$ cat src/hw/rtl/snr_satmul.sv
module snr_satmul #(
   parameter int VALUE_BITS = 40,
   parameter int FACTOR     = 2
) (
   input  logic [VALUE_BITS-1:0] value,
   output logic [VALUE_BITS-1:0] product
);

   localparam logic [VALUE_BITS-1:0] VALUE_MAX = '1;
   localparam logic [VALUE_BITS-1:0] LIMIT     = VALUE_MAX / VALUE_BITS'(FACTOR);

   logic [VALUE_BITS-1:0] wide;

   // constant multiply, clamped to all ones when the result would not fit
   assign wide    = value * VALUE_BITS'(FACTOR);
   assign product = (value > LIMIT) ? VALUE_MAX : wide;

endmodule

$ cat config.mk
export PLATFORM = sky130hd
export DESIGN_NAME = snr_satmul
export DESIGN_NICKNAME = d
export VERILOG_FILES = /design/src/hw/rtl/snr_satmul.sv
export SDC_FILE = /design/constraint.sdc
export NUM_CORES = 1
export LEC_CHECK = 0
export BUFFER_PORTS_ARGS = -buffer_cell sky130_fd_sc_hd__buf_2
export CORE_UTILIZATION = 19
export DETAILED_ROUTE_END_ITERATION = 16
export PLACE_DENSITY = 0.88
export SYNTH_ARGS = -nofsm -noshare
export SYNTH_HDL_FRONTEND = slang
export SYNTH_SLANG_ARGS = --single-unit
$ cat constraint.sdc
create_clock -name vclk -period 0.8
set_input_delay 0.04 -clock vclk [all_inputs]
set_output_delay 0.04 -clock vclk [all_outputs]
set_load 0.1 [all_outputs]
==> flow_metrics.tcl <==
set metrics [dict create \
    grt-ovfl-total 0 \
    coreArea_mm2 0.00133 \
    ctsResizeCount 2 \
    rsz0062_at_grt "false" \
    synth_area_leaders "or2_2 65%, or2_1 23%, buf_6 8.1%" \
    vias_per_cell 4.36 \
    wl_per_cell_um 15.2 \
    stdcell_count 135 \
    pwr-share-comb_pct 100.0 \
    switching_share_pct 64.2 \
    die_w_um 40.2 \
    finalSetupViolations 0 \
    crit_type "primary input to output port" \
    synth-warning-count 0 \
    layout_common_cells "40 x buf_12, 39 x buf_2, 30 x or2_2" \
    powerDensity_mw_per_mm2 1170 \
    power_switching_uw 958 \
    worst-path-max-fanout 40 \
    gp_congestion 0.627 \
    slew_viol_final 0 \
    synth.top_cell.area_share_pct 65.3 \
    synthCells 44 \
    status "completed" \
    relSlewSlack_pct 87.8 \
    tightest_slew_ns 0.183 \
    antenna_cells 0 \
    dieArea_mm2 0.00162 \
    first_global_vias 551 \
    fmax_mhz 1310 \
    nClkBuffers 0 \
    dr.first_iter.drc_count 1 \
    maxCapViolCount 0 \
    globalRouteTotalUtil_pct 24.0 \
    drc_errors 0 \
    synth_cell_types 4 \
    cts_hold_buf 0 \
    finalHoldViolCount 0 \
    critPathLaunchType "primary input" \
    min_period_over_period_pct 95.1 \
    drtPass1Iterations 4 \
    post_cts_buffers 0 \
    p_seq_share_pct 0 \
    syn_area_um2 278 \
    io_buffers 80 \
    fin_nets 162 \
    area.sequential_um2 0 \
    grt_max_degree 41 \
    hold_path.class "primary input to output port" \
    yosysSeqAreaShare_pct 0 \
    worstPathArrival_ns 0.72 \
    total_power_uw 1490 \
    die_height_um 40.2 \
    layout_commonest_cell "buf_12" \
    avgSynthCellArea_um2 6.31 \
    drive_gt1_share_pct 92.5 \
    vias 588 \
    start_util_pct 20.8 \
    ir_worst_vdd_mv 0.727 \
    syn_to_final_growth_pct 360 \
    seq_cell_count 0 \
    syn_nets 84 \
    dp_hpwl_mm 1.92 \
    cp.required_ns 0.76 \
    power_leakage_uw 0.000654 \
    antenna_found_initial 0 \
    internal-power_uw 534 \
    grt_pass1_wl_mm 2.53 \
    route.final.wire_length_mm 2.05 \
    rows 13 \
    critPathCaptureType "output port" \
    yosysTopAreaCell "or2_2" \
    ant_nets 0 \
    clockPowerShare_pct 0 \
    place_inst 135 \
    finalCriticalPeriod_ns 0.761 \
    ios 80 \
]
==> logic make-up (layout without fill, tap and decap cells) <==
kind of cell | after synthesis | count (layout) | synth area share [%]
AND/OR/NAND/NOR | 39 | 39 | 87.8
buffers and inverters | 5 | 81 | 12.2
==> layer usage <==
layer  track usage (%)  vias up  wire length, µm
li1                  -      279                -
met1              17.2      250              521
met2              56.9       53             1260
met3              4.44        6              188
met4              7.50        0               74
met5                 0        -                0
==> critical path, stage by stage <==
cell	delay (ns)
buf_6	0.15
or2_2	0.35
buf_12	0.18
==> synthesized netlist by cell type <==
library cell	count
buf_6	2
clkbuf_1	3
or2_1	10
or2_2	29
==> final timing paths <==
path	from	cells past startpoint	end
max	value[39]	3	product[9]
min	value[11]	3	product[12]
==> stage by stage <==
| step | instance area (µm²) | setup TNS [ns] | hold slack [ns] | worst slack [ns] | utilization (%) |
|---|---|---|---|---|---|
| finish | 1280 | 0 | 0.434 | 0.0390 | 95.8 |
| global route | 1280 | 0 | 0.441 | 0.0128 | 95.8 |
| CTS | 1280 | 0 | 0.435 | 0.0382 | 95.8 |
| detailed placement | 1270 | -2.82 | 0.435 | -0.0955 | 95.3 |
| global placement | 1270 | -2.08 | 0.431 | -0.0712 | 95.3 |
| floorplan | 279 | -1.54 | 0.426 | -0.171 | - |
==> power groups by stage <==
| stage | Combinational, µW | Clock (µW) | Sequential [µW] |
|---|---|---|---|
| after floorplan | 904 | 0 | 0 |
| after global placement | 1470 | 0 | 0 |
| after detailed placement | 1490 | 0 | 0 |
| after CTS | 1500 | 0 | 0 |
| after global routing | 1530 | 0 | 0 |
| final | 1490 | 0 | 0 |
==> final cells by class <==
| type | instances | area [µm²] |
|---|---|---|
| fillers | 32 | 56.3 |
| well taps | 15 | 18.8 |
| repair buffers | 81 | 1010 |
| multi-input cells | 39 | 244 |
Power figures use the tool's default switching activity.
